`src/hw/rtl/tach_pkg.sv`:
```
// ----------------------------------------------------------------------------
// Tachometer package
// Opcodes, register indexes, field widths and the command and status
// structs that join the controller to the datapath.
// ----------------------------------------------------------------------------
package tach_pkg;

    // Field widths fixed by the item and register formats.
    localparam int OPCODE_W  = 2;
    localparam int RPM_W     = 20;
    localparam int AVG_OUT_W = 16;
    localparam int MINP_W    = 16;
    localparam int SCALE_W   = 20;
    localparam int CFG_IDX_W = 1;
    localparam int CFG_DAT_W = 20;

    // Item opcodes.
    localparam logic [OPCODE_W-1:0] OP_TICK = 2'd0;
    localparam logic [OPCODE_W-1:0] OP_IRQ  = 2'd1;
    localparam logic [OPCODE_W-1:0] OP_EVAL = 2'd2;

    // Encoder level that records a period.
    localparam logic LEVEL_RECORD = 1'b0;

    // Configuration register indexes.
    localparam logic [CFG_IDX_W-1:0] REG_MIN_PERIOD = 1'd0;
    localparam logic [CFG_IDX_W-1:0] REG_RPM_SCALE  = 1'd1;

    // Register reset values.
    localparam logic [MINP_W-1:0]  MIN_PERIOD_RST = 16'd50;
    localparam logic [SCALE_W-1:0] RPM_SCALE_RST  = 20'd7500;

    // Controller to datapath commands.
    typedef struct packed {
        logic apply;          // apply the accepted item to the state
        logic acc_step;       // add one ring slot to the sum
        logic div_start_rpm;  // start rpm_scale / average
        logic latch_avg;      // capture the ring average from the sum
        logic speed_zero;     // clear the speed register
        logic speed_load;     // load the speed register from the quotient
        logic out_load;       // load the result register
    } t_cmd;

    // Datapath to controller status.
    typedef struct packed {
        logic sweep_last;     // the sum is at its last ring slot
        logic div_done;       // divider quotient is ready
        logic below;          // average is zero or below min_period
        logic is_eval;        // the item in progress is an evaluation
        logic out_free;       // the result register can take a new result
    } t_stat;

endpackage

```
`src/hw/rtl/tach_in_if.sv`:
```
// ----------------------------------------------------------------------------
// Tachometer input channel
// Valid/ready channel carrying one tachometer item.
// ----------------------------------------------------------------------------
interface tach_in_if;
    logic                          valid;
    logic                          ready;
    logic [tach_pkg::OPCODE_W-1:0] opcode;
    logic                          encoder_level;

    modport source (output valid, output opcode, output encoder_level, input ready);
    modport sink   (input valid, input opcode, input encoder_level, output ready);
endinterface

```
`src/hw/rtl/tach_out_if.sv`:
```
// ----------------------------------------------------------------------------
// Tachometer result channel
// Valid/ready channel carrying one speed result.
// ----------------------------------------------------------------------------
interface tach_out_if;
    logic                           valid;
    logic                           ready;
    logic [tach_pkg::RPM_W-1:0]     rpm;
    logic [tach_pkg::AVG_OUT_W-1:0] average_period;
    logic                           below_threshold;

    modport source (output valid, output rpm, output average_period,
                    output below_threshold, input ready);
    modport sink   (input valid, input rpm, input average_period,
                    input below_threshold, output ready);
endinterface

```
`src/hw/rtl/tach_cfg_if.sv`:
```
// ----------------------------------------------------------------------------
// Tachometer configuration channel
// Valid/ready write channel carrying a register index and write data.
// ----------------------------------------------------------------------------
interface tach_cfg_if;
    logic                           valid;
    logic                           ready;
    logic [tach_pkg::CFG_IDX_W-1:0] index;
    logic [tach_pkg::CFG_DAT_W-1:0] data;

    modport source (output valid, output index, output data, input ready);
    modport sink   (input valid, input index, input data, output ready);
endinterface

```
`src/hw/rtl/tach_div.sv`:
```
// ----------------------------------------------------------------------------
// Tachometer divider
// Restoring unsigned divider producing one quotient bit per cycle.
// ----------------------------------------------------------------------------
module tach_div #(
    parameter int DIVIDEND_W = 20,
    parameter int DIVISOR_W  = 16
) (
    input  logic                  i_clk,
    input  logic                  i_rst_n,
    input  logic                  i_start,
    input  logic [DIVIDEND_W-1:0] i_dividend,
    input  logic [DIVISOR_W-1:0]  i_divisor,
    output logic                  o_done,
    output logic [DIVIDEND_W-1:0] o_quotient
);

    localparam int CNT_W = (DIVIDEND_W > 1) ? $clog2(DIVIDEND_W) : 1;

    logic                  r_busy, n_busy;
    logic                  r_done, n_done;
    logic [CNT_W-1:0]      r_cnt, n_cnt;
    logic [DIVISOR_W-1:0]  r_rem, n_rem;
    logic [DIVIDEND_W-1:0] r_quo, n_quo;
    logic [DIVISOR_W-1:0]  r_dvs, n_dvs;

    logic [DIVISOR_W:0]    rem_sh;
    logic [DIVISOR_W+1:0]  diff;
    logic                  borrow;

    assign rem_sh = {r_rem, r_quo[DIVIDEND_W-1]};
    assign diff   = {1'b0, rem_sh} - {2'b00, r_dvs};
    assign borrow = diff[DIVISOR_W+1];

    always_comb begin
        n_busy = r_busy;
        n_done = 1'b0;
        n_cnt  = r_cnt;
        n_rem  = r_rem;
        n_quo  = r_quo;
        n_dvs  = r_dvs;
        if (i_start) begin
            n_busy = 1'b1;
            n_cnt  = CNT_W'(DIVIDEND_W - 1);
            n_rem  = '0;
            n_quo  = i_dividend;
            n_dvs  = i_divisor;
        end else if (r_busy) begin
            // The partial remainder stays below the divisor whenever the divisor is nonzero.
            n_rem = borrow ? rem_sh[DIVISOR_W-1:0] : diff[DIVISOR_W-1:0];
            n_quo = {r_quo[DIVIDEND_W-2:0], ~borrow};
            n_cnt = r_cnt - 1'b1;
            if (r_cnt == '0) begin
                n_busy = 1'b0;
                n_done = 1'b1;
            end
        end
    end

    always_ff @(posedge i_clk) begin
        if (!i_rst_n) begin
            r_busy <= 1'b0;
            r_done <= 1'b0;
            r_cnt  <= '0;
        end else begin
            r_busy <= n_busy;
            r_done <= n_done;
            r_cnt  <= n_cnt;
        end
        r_rem <= n_rem;
        r_quo <= n_quo;
        r_dvs <= n_dvs;
    end

    assign o_done     = r_done;
    assign o_quotient = r_quo;

endmodule

```
`src/hw/rtl/tach_ctrl.sv`:
```
// ----------------------------------------------------------------------------
// Tachometer controller
// Sequences one item through update, ring sum, averaging, speed division
// and result hand-off.
// ----------------------------------------------------------------------------
module tach_ctrl (
    input  logic           i_clk,
    input  logic           i_rst_n,
    input  logic           i_in_valid,
    output logic           o_in_ready,
    input  tach_pkg::t_stat i_stat,
    output tach_pkg::t_cmd  o_cmd
);
    import tach_pkg::*;

    localparam logic [2:0] S_IDLE     = 3'd0;
    localparam logic [2:0] S_SUM      = 3'd1;
    localparam logic [2:0] S_AVG      = 3'd2;
    localparam logic [2:0] S_CHECK    = 3'd3;
    localparam logic [2:0] S_RPM_WAIT = 3'd4;
    localparam logic [2:0] S_STORE    = 3'd5;

    logic [2:0] r_state, n_state;

    always_comb begin
        n_state    = r_state;
        o_cmd      = '0;
        o_in_ready = 1'b0;
        unique case (r_state)
            S_IDLE: begin
                o_in_ready = 1'b1;
                if (i_in_valid) begin
                    o_cmd.apply = 1'b1;
                    n_state     = S_SUM;
                end
            end
            S_SUM: begin
                o_cmd.acc_step = 1'b1;
                if (i_stat.sweep_last) begin
                    n_state = S_AVG;
                end
            end
            S_AVG: begin
                o_cmd.latch_avg = 1'b1;
                n_state         = S_CHECK;
            end
            S_CHECK: begin
                if (!i_stat.is_eval) begin
                    n_state = S_STORE;
                end else if (i_stat.below) begin
                    o_cmd.speed_zero = 1'b1;
                    n_state          = S_STORE;
                end else begin
                    o_cmd.div_start_rpm = 1'b1;
                    n_state             = S_RPM_WAIT;
                end
            end
            S_RPM_WAIT: begin
                if (i_stat.div_done) begin
                    o_cmd.speed_load = 1'b1;
                    n_state          = S_STORE;
                end
            end
            S_STORE: begin
                if (i_stat.out_free) begin
                    o_cmd.out_load = 1'b1;
                    n_state        = S_IDLE;
                end
            end
            default: begin
                n_state = S_IDLE;
            end
        endcase
    end

    always_ff @(posedge i_clk) begin
        if (!i_rst_n) begin
            r_state <= S_IDLE;
        end else begin
            r_state <= n_state;
        end
    end

endmodule

```
`src/hw/rtl/tach_dp.sv`:
```
// ----------------------------------------------------------------------------
// Tachometer datapath
// Configuration registers, millisecond count, period ring, ring sum and
// average, speed divider, speed register and result register.
// ----------------------------------------------------------------------------
module tach_dp #(
    parameter int SAMPLES     = 4,
    parameter int PERIOD_BITS = 16
) (
    input  logic                              i_clk,
    input  logic                              i_rst_n,
    input  tach_pkg::t_cmd                    i_cmd,
    output tach_pkg::t_stat                   o_stat,
    input  logic [tach_pkg::OPCODE_W-1:0]     i_opcode,
    input  logic                              i_level,
    tach_cfg_if.sink                          i_cfg,
    tach_out_if.source                        o_result
);
    import tach_pkg::*;

    localparam int IDX_W = $clog2(SAMPLES);
    localparam int SUM_W = PERIOD_BITS + $clog2(SAMPLES);
    localparam int CMP_W = (PERIOD_BITS > MINP_W) ? PERIOD_BITS : MINP_W;
    localparam logic [IDX_W-1:0] IDX_LAST = IDX_W'(SAMPLES - 1);
    localparam bit AVG_POW2 = ((SAMPLES & (SAMPLES - 1)) == 0);

    logic [MINP_W-1:0]      r_min_period;
    logic [SCALE_W-1:0]     r_rpm_scale;
    logic [PERIOD_BITS-1:0] r_elapsed;
    logic [PERIOD_BITS-1:0] r_ring [SAMPLES];
    logic [IDX_W-1:0]       r_index;
    logic                   r_is_eval;
    logic [IDX_W-1:0]       r_sweep_idx;
    logic [SUM_W-1:0]       r_sum;
    logic [PERIOD_BITS-1:0] r_avg;
    logic [RPM_W-1:0]       r_speed;
    logic                   r_out_valid;
    logic [RPM_W-1:0]       r_out_rpm;
    logic [AVG_OUT_W-1:0]   r_out_avg;
    logic                   r_out_below;

    logic                   is_tick, is_rec, is_eval;
    logic                   div_done;
    logic [SCALE_W-1:0]     div_quotient;
    logic [PERIOD_BITS-1:0] sum_avg;
    logic [CMP_W-1:0]       avg_cmp, minp_cmp;
    logic                   below;

    // Configuration writes are always taken.
    assign i_cfg.ready = 1'b1;

    always_ff @(posedge i_clk) begin
        if (!i_rst_n) begin
            r_min_period <= MIN_PERIOD_RST;
            r_rpm_scale  <= RPM_SCALE_RST;
        end else if (i_cfg.valid) begin
            unique case (i_cfg.index)
                REG_MIN_PERIOD: r_min_period <= i_cfg.data[MINP_W-1:0];
                REG_RPM_SCALE:  r_rpm_scale  <= i_cfg.data[SCALE_W-1:0];
                default: ;
            endcase
        end
    end

    assign is_tick = (i_opcode == OP_TICK);
    assign is_eval = (i_opcode == OP_EVAL);
    assign is_rec  = (i_opcode == OP_IRQ) && (i_level == LEVEL_RECORD);

    // Item update: count, ring slot and ring index.
    always_ff @(posedge i_clk) begin
        if (!i_rst_n) begin
            r_elapsed <= '0;
            r_index   <= '0;
            r_is_eval <= 1'b0;
            for (int i = 0; i < SAMPLES; i++) begin
                r_ring[i] <= '0;
            end
        end else if (i_cmd.apply) begin
            r_is_eval <= is_eval;
            if (is_tick && (r_elapsed != '1)) begin
                r_elapsed <= r_elapsed + 1'b1;
            end
            if (is_rec || is_eval) begin
                r_ring[r_index] <= r_elapsed;
            end
            if (is_rec) begin
                r_elapsed <= '0;
                r_index   <= (r_index == IDX_LAST) ? '0 : r_index + 1'b1;
            end
        end
    end

    // Ring sum, one slot per cycle.
    always_ff @(posedge i_clk) begin
        if (i_cmd.apply) begin
            r_sum       <= '0;
            r_sweep_idx <= '0;
        end else if (i_cmd.acc_step) begin
            r_sum       <= r_sum + SUM_W'(r_ring[r_sweep_idx]);
            r_sweep_idx <= r_sweep_idx + 1'b1;
        end
    end

    // Ring average: a shift when the ring size is a power of two, otherwise
    // an exact multiplication by the rounded-up reciprocal of the ring size.
    if (AVG_POW2) begin : g_avg_shift
        assign sum_avg = r_sum[SUM_W-1:IDX_W];
    end else begin : g_avg_rcp
        localparam int RCP_SH = SUM_W + IDX_W;
        localparam int RCP_W  = SUM_W + 1;
        localparam int PROD_W = SUM_W + RCP_W;
        localparam longint unsigned RCP_M =
            ((64'd1 << RCP_SH) + 64'(SAMPLES) - 64'd1) / 64'(SAMPLES);
        logic [PROD_W-1:0] rcp_prod;
        assign rcp_prod = PROD_W'(r_sum) * PROD_W'(RCP_W'(RCP_M));
        assign sum_avg  = rcp_prod[RCP_SH +: PERIOD_BITS];
    end

    always_ff @(posedge i_clk) begin
        if (i_cmd.latch_avg) begin
            r_avg <= sum_avg;
        end
    end

    tach_div #(
        .DIVIDEND_W (SCALE_W),
        .DIVISOR_W  (PERIOD_BITS)
    ) u_div (
        .i_clk      (i_clk),
        .i_rst_n    (i_rst_n),
        .i_start    (i_cmd.div_start_rpm),
        .i_dividend (r_rpm_scale),
        .i_divisor  (r_avg),
        .o_done     (div_done),
        .o_quotient (div_quotient)
    );

    assign avg_cmp  = CMP_W'(r_avg);
    assign minp_cmp = CMP_W'(r_min_period);
    assign below    = (r_avg == '0) || (avg_cmp < minp_cmp);

    always_ff @(posedge i_clk) begin
        if (!i_rst_n) begin
            r_speed <= '0;
        end else if (i_cmd.speed_zero) begin
            r_speed <= '0;
        end else if (i_cmd.speed_load) begin
            r_speed <= div_quotient[RPM_W-1:0];
        end
    end

    // Result register.
    always_ff @(posedge i_clk) begin
        if (!i_rst_n) begin
            r_out_valid <= 1'b0;
        end else if (i_cmd.out_load) begin
            r_out_valid <= 1'b1;
        end else if (o_result.ready) begin
            r_out_valid <= 1'b0;
        end
        if (i_cmd.out_load) begin
            r_out_rpm   <= r_speed;
            r_out_avg   <= avg_cmp[AVG_OUT_W-1:0];
            r_out_below <= below;
        end
    end

    assign o_result.valid           = r_out_valid;
    assign o_result.rpm             = r_out_rpm;
    assign o_result.average_period  = r_out_avg;
    assign o_result.below_threshold = r_out_below;

    assign o_stat.sweep_last = (r_sweep_idx == IDX_LAST);
    assign o_stat.div_done   = div_done;
    assign o_stat.below      = below;
    assign o_stat.is_eval    = r_is_eval;
    assign o_stat.out_free   = !r_out_valid || o_result.ready;

endmodule

```
`src/hw/rtl/encoder_period_tachometer_top.sv`:
```
// ----------------------------------------------------------------------------
// Encoder period tachometer
// Period-averaging speed measurement for one motor encoder channel.
// ----------------------------------------------------------------------------
// Each input item is a millisecond tick, an encoder interrupt or an evaluate
// request, and each one produces exactly one result: the current speed in
// rpm, the truncated mean of the SAMPLES stored periods and a flag that is
// set when that mean is zero or below min_period. Only an evaluate item
// changes the speed; it first writes the running count into the current
// ring slot. Items are handled one at a time. A tick, an interrupt or an
// evaluation that ends below the threshold goes from its transfer to a
// valid result through the ring sum, which reads one slot per cycle, the
// forming of the average from the sum, the compare with min_period and
// the load of the result register. An evaluation above the threshold also
// runs the restoring divider for rpm_scale / average, which yields one
// quotient bit per cycle over the 20 bits of rpm_scale. The input is ready
// again in the cycle after the result is loaded, so the next item may start
// while an earlier result still waits for its transfer; that next item then
// holds in the controller, and keeps the input closed, until the output
// register frees. Configuration writes are taken at any time but should
// only be made while the block is idle.
// ----------------------------------------------------------------------------
module encoder_period_tachometer_top #(
    parameter int SAMPLES     = 4,
    parameter int PERIOD_BITS = 16
) (
    input logic        i_clk,
    input logic        i_rst_n,
    tach_in_if.sink    i_item,
    tach_out_if.source o_result,
    tach_cfg_if.sink   i_cfg
);
    import tach_pkg::*;

    t_cmd  cmd;
    t_stat stat;
    logic  in_ready;

    // The controller owns the input handshake; the datapath applies the
    // item payload on the transfer cycle.
    assign i_item.ready = in_ready;

    tach_ctrl u_ctrl (
        .i_clk      (i_clk),
        .i_rst_n    (i_rst_n),
        .i_in_valid (i_item.valid),
        .o_in_ready (in_ready),
        .i_stat     (stat),
        .o_cmd      (cmd)
    );

    tach_dp #(
        .SAMPLES     (SAMPLES),
        .PERIOD_BITS (PERIOD_BITS)
    ) u_dp (
        .i_clk    (i_clk),
        .i_rst_n  (i_rst_n),
        .i_cmd    (cmd),
        .o_stat   (stat),
        .i_opcode (i_item.opcode),
        .i_level  (i_item.encoder_level),
        .i_cfg    (i_cfg),
        .o_result (o_result)
    );

    // Only one item is in flight: a transfer closes the input next cycle.
    a_one_in_flight: assert property (@(posedge i_clk) disable iff (!i_rst_n)
        (i_item.valid && in_ready) |=> !in_ready)
        else $error("input accepted while an item is in progress");

    // A new result never overwrites one that has not been transferred.
    a_no_overwrite: assert property (@(posedge i_clk) disable iff (!i_rst_n)
        cmd.out_load |-> stat.out_free)
        else $error("result register overwritten");

    // The speed register changes only while an evaluation is in progress.
    a_speed_on_eval: assert property (@(posedge i_clk) disable iff (!i_rst_n)
        (cmd.speed_load || cmd.speed_zero) |-> stat.is_eval)
        else $error("speed updated outside an evaluation");

endmodule

```
`src/flat_wrapper.sv`:
```
// flat-port wrapper written by rule: the top's interface ports become plain ports
module encoder_period_tachometer_top_flat import tach_pkg::*;
#(
    parameter int SAMPLES     = 4,
    parameter int PERIOD_BITS = 16
)
  (i_clk, i_rst_n, i_item_valid, i_item_opcode, i_item_encoder_level, i_item_ready, o_result_valid, o_result_rpm, o_result_average_period, o_result_below_threshold, o_result_ready, i_cfg_valid, i_cfg_index, i_cfg_data, i_cfg_ready);
  tach_in_if i_item_i ();
  tach_out_if o_result_i ();
  tach_cfg_if i_cfg_i ();
  input logic i_clk;
  input logic i_rst_n;
  input wire logic [$bits(i_item_i.valid)-1:0] i_item_valid;
  input wire logic [$bits(i_item_i.opcode)-1:0] i_item_opcode;
  input wire logic [$bits(i_item_i.encoder_level)-1:0] i_item_encoder_level;
  output wire logic [$bits(i_item_i.ready)-1:0] i_item_ready;
  output wire logic [$bits(o_result_i.valid)-1:0] o_result_valid;
  output wire logic [$bits(o_result_i.rpm)-1:0] o_result_rpm;
  output wire logic [$bits(o_result_i.average_period)-1:0] o_result_average_period;
  output wire logic [$bits(o_result_i.below_threshold)-1:0] o_result_below_threshold;
  input wire logic [$bits(o_result_i.ready)-1:0] o_result_ready;
  input wire logic [$bits(i_cfg_i.valid)-1:0] i_cfg_valid;
  input wire logic [$bits(i_cfg_i.index)-1:0] i_cfg_index;
  input wire logic [$bits(i_cfg_i.data)-1:0] i_cfg_data;
  output wire logic [$bits(i_cfg_i.ready)-1:0] i_cfg_ready;
  assign i_item_i.valid = i_item_valid;
  assign i_item_i.opcode = i_item_opcode;
  assign i_item_i.encoder_level = i_item_encoder_level;
  assign i_item_ready = i_item_i.ready;
  assign o_result_valid = o_result_i.valid;
  assign o_result_rpm = o_result_i.rpm;
  assign o_result_average_period = o_result_i.average_period;
  assign o_result_below_threshold = o_result_i.below_threshold;
  assign o_result_i.ready = o_result_ready;
  assign i_cfg_i.valid = i_cfg_valid;
  assign i_cfg_i.index = i_cfg_index;
  assign i_cfg_i.data = i_cfg_data;
  assign i_cfg_ready = i_cfg_i.ready;
  encoder_period_tachometer_top #(.SAMPLES(SAMPLES), .PERIOD_BITS(PERIOD_BITS)) u_core (.i_clk(i_clk), .i_rst_n(i_rst_n), .i_item(i_item_i), .o_result(o_result_i), .i_cfg(i_cfg_i));
endmodule
```
`config.mk`:
```
export PLATFORM = sky130hd
export DESIGN_NAME = encoder_period_tachometer_top_flat
export DESIGN_NICKNAME = d
export VERILOG_FILES = /design/src/hw/rtl/tach_pkg.sv /design/src/hw/rtl/tach_in_if.sv /design/src/hw/rtl/tach_out_if.sv /design/src/hw/rtl/tach_cfg_if.sv /design/src/hw/rtl/tach_div.sv /design/src/hw/rtl/tach_ctrl.sv /design/src/hw/rtl/tach_dp.sv /design/src/hw/rtl/encoder_period_tachometer_top.sv /design/src/flat_wrapper.sv
export SDC_FILE = /design/constraint.sdc
export NUM_CORES = 1
export LEC_CHECK = 0
export BUFFER_PORTS_ARGS = -buffer_cell sky130_fd_sc_hd__buf_2
export CORE_MARGIN = 10
export CORE_UTILIZATION = 40
export CTS_BUF_LIST = sky130_fd_sc_hd__clkbuf_16
export DETAILED_ROUTE_END_ITERATION = 8
export REMOVE_ABC_BUFFERS = 1
export SYNTH_ARGS = -nofsm -noshare
export SYNTH_HDL_FRONTEND = slang
export SYNTH_HIERARCHICAL = 1
export SYNTH_SLANG_ARGS = --single-unit
```
`constraint.sdc`:
```
create_clock -name i_clk -period 6 [get_ports i_clk]
set_clock_uncertainty 0.05 [all_clocks]
set_input_delay 0.3 -clock i_clk [delete_from_list [all_inputs] [get_ports i_clk]]
set_output_delay 0.3 -clock i_clk [all_outputs]
set_load 0.01 [all_outputs]
```
==> results summary <==
The flow ran to the end, and the final reports show no timing, DRC or antenna violations. The remaining antenna violation count after routing is 0. The initial antenna violation count is 0. The maximum vdd ir drop came out at 215.9 µV. For the finished layout, the period the worst path requires is 3.598 ns. The mean area per synthesized cell is 11.33 µm². For the worst-skew pair, the clock arrives at the later sink with an insertion delay of 0.56 ns. The number of remaining DRC errors is 0.

The tree is rooted in a sky130_fd_sc_hd__clkbuf_16. The fraction of the mapped netlist area in compound gates is 10.86%. The relative slew slack came out at 30.16%. The final-stage net count is 1290.

The height of the die came out at 199.4 µm. The total wire length after detailed routing came out at 27650 µm. 69 I/O pins were placed. The routed wirelength normalized by instance count is 16.94 µm.

The worst-case setup margin in the final layout is 2.402 ns. Post-CTS timing repair inserted 0 buffers for setup. The maximum fanout encountered on the critical timing path came out at 16. Summing the areas of all xor and xnor instances in the mapped netlist gives 2.517% of the synthesized area. The number of register bits inferred by synthesis is 277. The count of input and output buffers came out at 67. The cell area after synthesis came out at 0.01287 mm². The number of DRC markers in iteration 0 came out at 498. The cell count of the worst hold path came out at 4. The horizontal die dimension came out at 199.4 µm. The share of flip-flops with an asynchronous set or reset after synthesis came out at 0%.

In this run the number of H-tree levels came out at 1. Cells with a size suffix above 1 make up 15.61% of the layout. The type of origin of the critical path is a flip-flop. The final core utilization is 46.41%. The sequential area share after synthesis came out at 54.98%.

The number of buffers on the longest clock path is 3. Global routing used 13.81% of the available tracks across all layers. The total via count in the routed design came out at 8493. The count of final max-slew check failures came out at 0. The via count of the first global-routing pass is 8464. The slew of the pin with the lowest slew margin came out at 1.048 ns.

The detail-routed via count per cell came out at 5.204. The aggregate global routing overflow is 0. The iteration count of the initial detailed-routing pass is 4.

The number of flops mapped to enable cells by yosys came out at 153. The cell count after synthesis came out at 1136. The number of setup violations in the final report is 0. The maximum number of pins on one net before global-route repair is 55. The required time reported for the critical path endpoint came out at 6.40 ns.

STA classifies the critical path endpoint as a flip-flop. The core region is 0.03164 mm². The post-route worst hold slack is 0.02423 ns. The setup total negative slack came out at 0 ns. Overall power consumption after layout is estimated at 0.004927 W.

Measured in cells, the most critical reg-to-reg path has a length of 10. The max-cap violation count came out at 0. The initialized floorplan defines 65 standard-cell rows. The detailed placement HPWL came out at 19090 µm. Setup repair after global routing left no endpoint under its margin. The total power divided by cell area came out at 335.5 mW/mm². The multiplexer share of the synthesized area is 7.164%. Relative to the synthesized area, the layout overhead comes to 14.07%. The number of library cell types mapped by synthesis is 88. The total number of yosys warnings came out at 6.

The global-route wire length before repair is 44440 µm. The floorplan step defined a die boundary enclosing 0.03976 mm². The worst setup path is of the reg2reg kind.

The most used flip-flop cell after synthesis is sky130_fd_sc_hd__edfxtp_1. At the placement stage, the worst setup path has a slack of 2.291 ns. TritonCTS created 29 clock buffers. The clock input transition at the sequential cells of the worst setup and hold paths came out at 0.06 ns. The signal arrival time at the worst endpoint came out at 4.00 ns. The maximum clock rate is 0.2779 GHz. The static leakage came out at 5.494 nW. The final count of hold timing violations was 0. The initial core utilization came out at 40.69%. The post-synthesis simple-gate area fraction is 15.54%. The adder and majority cell fraction of the synthesized area came out at 5.365%. The clock drives 277 sinks.

The repair_antennas step left the layout with diodes totalling 0. The min-delay analysis places its worst path in the category in2reg. The global placer's final weighted congestion is 0.9105. The clock tree from TritonCTS is done.

The largest family of logic cells by synthesized area is simple AND/OR/NAND/NOR gates. The post-route clock period utilization came out at 59.97%.
[cell type report]
cell class | instances | area (µm²)
flip-flops and latches | 277 | 7077
repair buffers | 95 | 595.6
inverters | 46 | 172.7
clock inverters | 25 | 242.7
clock buffers | 29 | 725.7
well taps | 402 | 503.0
multi-input cells | 758 | 5368
fillers | 2884 | 16950
[per-stage QoR]
stage | area [µm²] | std cells
3_3_place_gp | 13520 | 1558
2_1_floorplan | 12590 | 1081
5_1_grt | 14680 | 1632
3_5_place_dp | 13520 | 1558
6_report | 14680 | 1632
4_1_cts | 14680 | 1632
[worst max-delay path, stage by stage (launching register included)]
cell                      delay [ns]
sky130_fd_sc_hd__dfxtp_1        1.00
sky130_fd_sc_hd__mux4_2         0.60
sky130_fd_sc_hd__ha_1           0.22
sky130_fd_sc_hd__inv_1          0.07
sky130_fd_sc_hd__fa_1           0.24
sky130_fd_sc_hd__nor2b_4        0.06
sky130_fd_sc_hd__o31a_1         0.26
sky130_fd_sc_hd__o32a_1         0.42
sky130_fd_sc_hd__o21ai_2        0.17
sky130_fd_sc_hd__o31ai_1        0.11
sky130_fd_sc_hd__mux2_4         0.30
[repair_timing]
item / CTS / global route
gates resized for setup: 0 / 0
hold endpoints to repair: 36 / 0
hold buffers: 20 / 0
[sequential cells by signal, summed over array words and instances (netlist names), 18 cells and up, named ones only]
| name | flops |
|---|---|
| u_core/u_dp/r_sum | 18 |
| u_core/u_dp/r_ring | 64 |
| u_core/u_dp/r_rpm_scale | 20 |
| u_core/u_dp/u_div/o_quotient | 20 |
| u_core/u_dp/o_result.rpm | 20 |
| u_core/u_dp/r_speed | 20 |
[per-layer routing]
layer | share of wire, % | routed length [µm] | GRT usage (%) | vias up
met4 | 1.8 | 493 | 3.393 | 0
met5 | 0 | 0 | 0 | -
li1 | - | - | - | 4230
met1 | 45 | 12370 | 17.42 | 4069
met3 | 4.1 | 1120 | 2.220 | 39
met2 | 49 | 13660 | 24.12 | 155
[synth_stat cells, types with 17 or more instances]
master	n	area, µm²
sky130_fd_sc_hd__inv_1	45	168.9
sky130_fd_sc_hd__mux2i_1	31	310.3
sky130_fd_sc_hd__nor2_1	86	322.8
sky130_fd_sc_hd__a21oi_1	71	355.3
sky130_fd_sc_hd__dfxtp_1	124	2482
sky130_fd_sc_hd__edfxtp_1	153	4594
sky130_fd_sc_hd__o21ai_0	17	85.08
sky130_fd_sc_hd__and2_1	69	431.7
sky130_fd_sc_hd__nand3_1	30	150.1
sky130_fd_sc_hd__xor2_1	25	219.0
sky130_fd_sc_hd__mux2_2	20	225.2
sky130_fd_sc_hd__clkbuf_1	27	101.4
sky130_fd_sc_hd__ha_1	52	650.6
sky130_fd_sc_hd__nand2_1	123	461.7
[logic make-up after synthesis]
logic type / after synthesis
AO/OA/AOI/OAI: 200
XOR/XNOR: 37
adder cells (fa/ha/maj): 54
buffers and inverters: 101
flip-flops: 277
multiplexers: 69
other: 1
AND/OR/NAND/NOR: 397
[report_power, final]
part           leakage [nW]  total [W]  switching [W]  internal [W]
combinational          2.55   0.000893       0.000487      0.000406
sequential             2.45    0.00223       0.000118       0.00211
clock                 0.486    0.00181       0.000749       0.00106
total                  5.49    0.00493        0.00135       0.00357
[worst paths after layout]
check / from / endpoint / slack [ns]
setup reg to reg: flip-flop / u_core/u_dp/r_sum[16] / 2.40
hold / removal: i_item_encoder_level / u_core/u_dp/r_index[1] / 0.02
hold reg to reg: u_core/u_dp/r_speed[15] / u_core/u_dp/o_result.rpm[15] / 0.38
setup / recovery: flip-flop / u_core/u_dp/r_sum[16] / 2.40
[cells in the final DEF, fill, tap and decap left out, drive strengths merged, types with 13 or more instances in the layout]
master / instances
edfxtp: 153
dfxtp: 124
nand2: 123
nor2: 87
a21oi: 75
buf: 75
and2: 69
ha: 52
inv: 52
o21ai: 37
mux2i: 31
nand3: 31
clkbuf: 29
xor2: 25
mux2: 22
dlygate4sd3: 20
mux4: 16
nand4: 16
a21o: 16
nand2b: 15
o211ai: 14
nor3: 13
(Power assumes the default switching activity.)
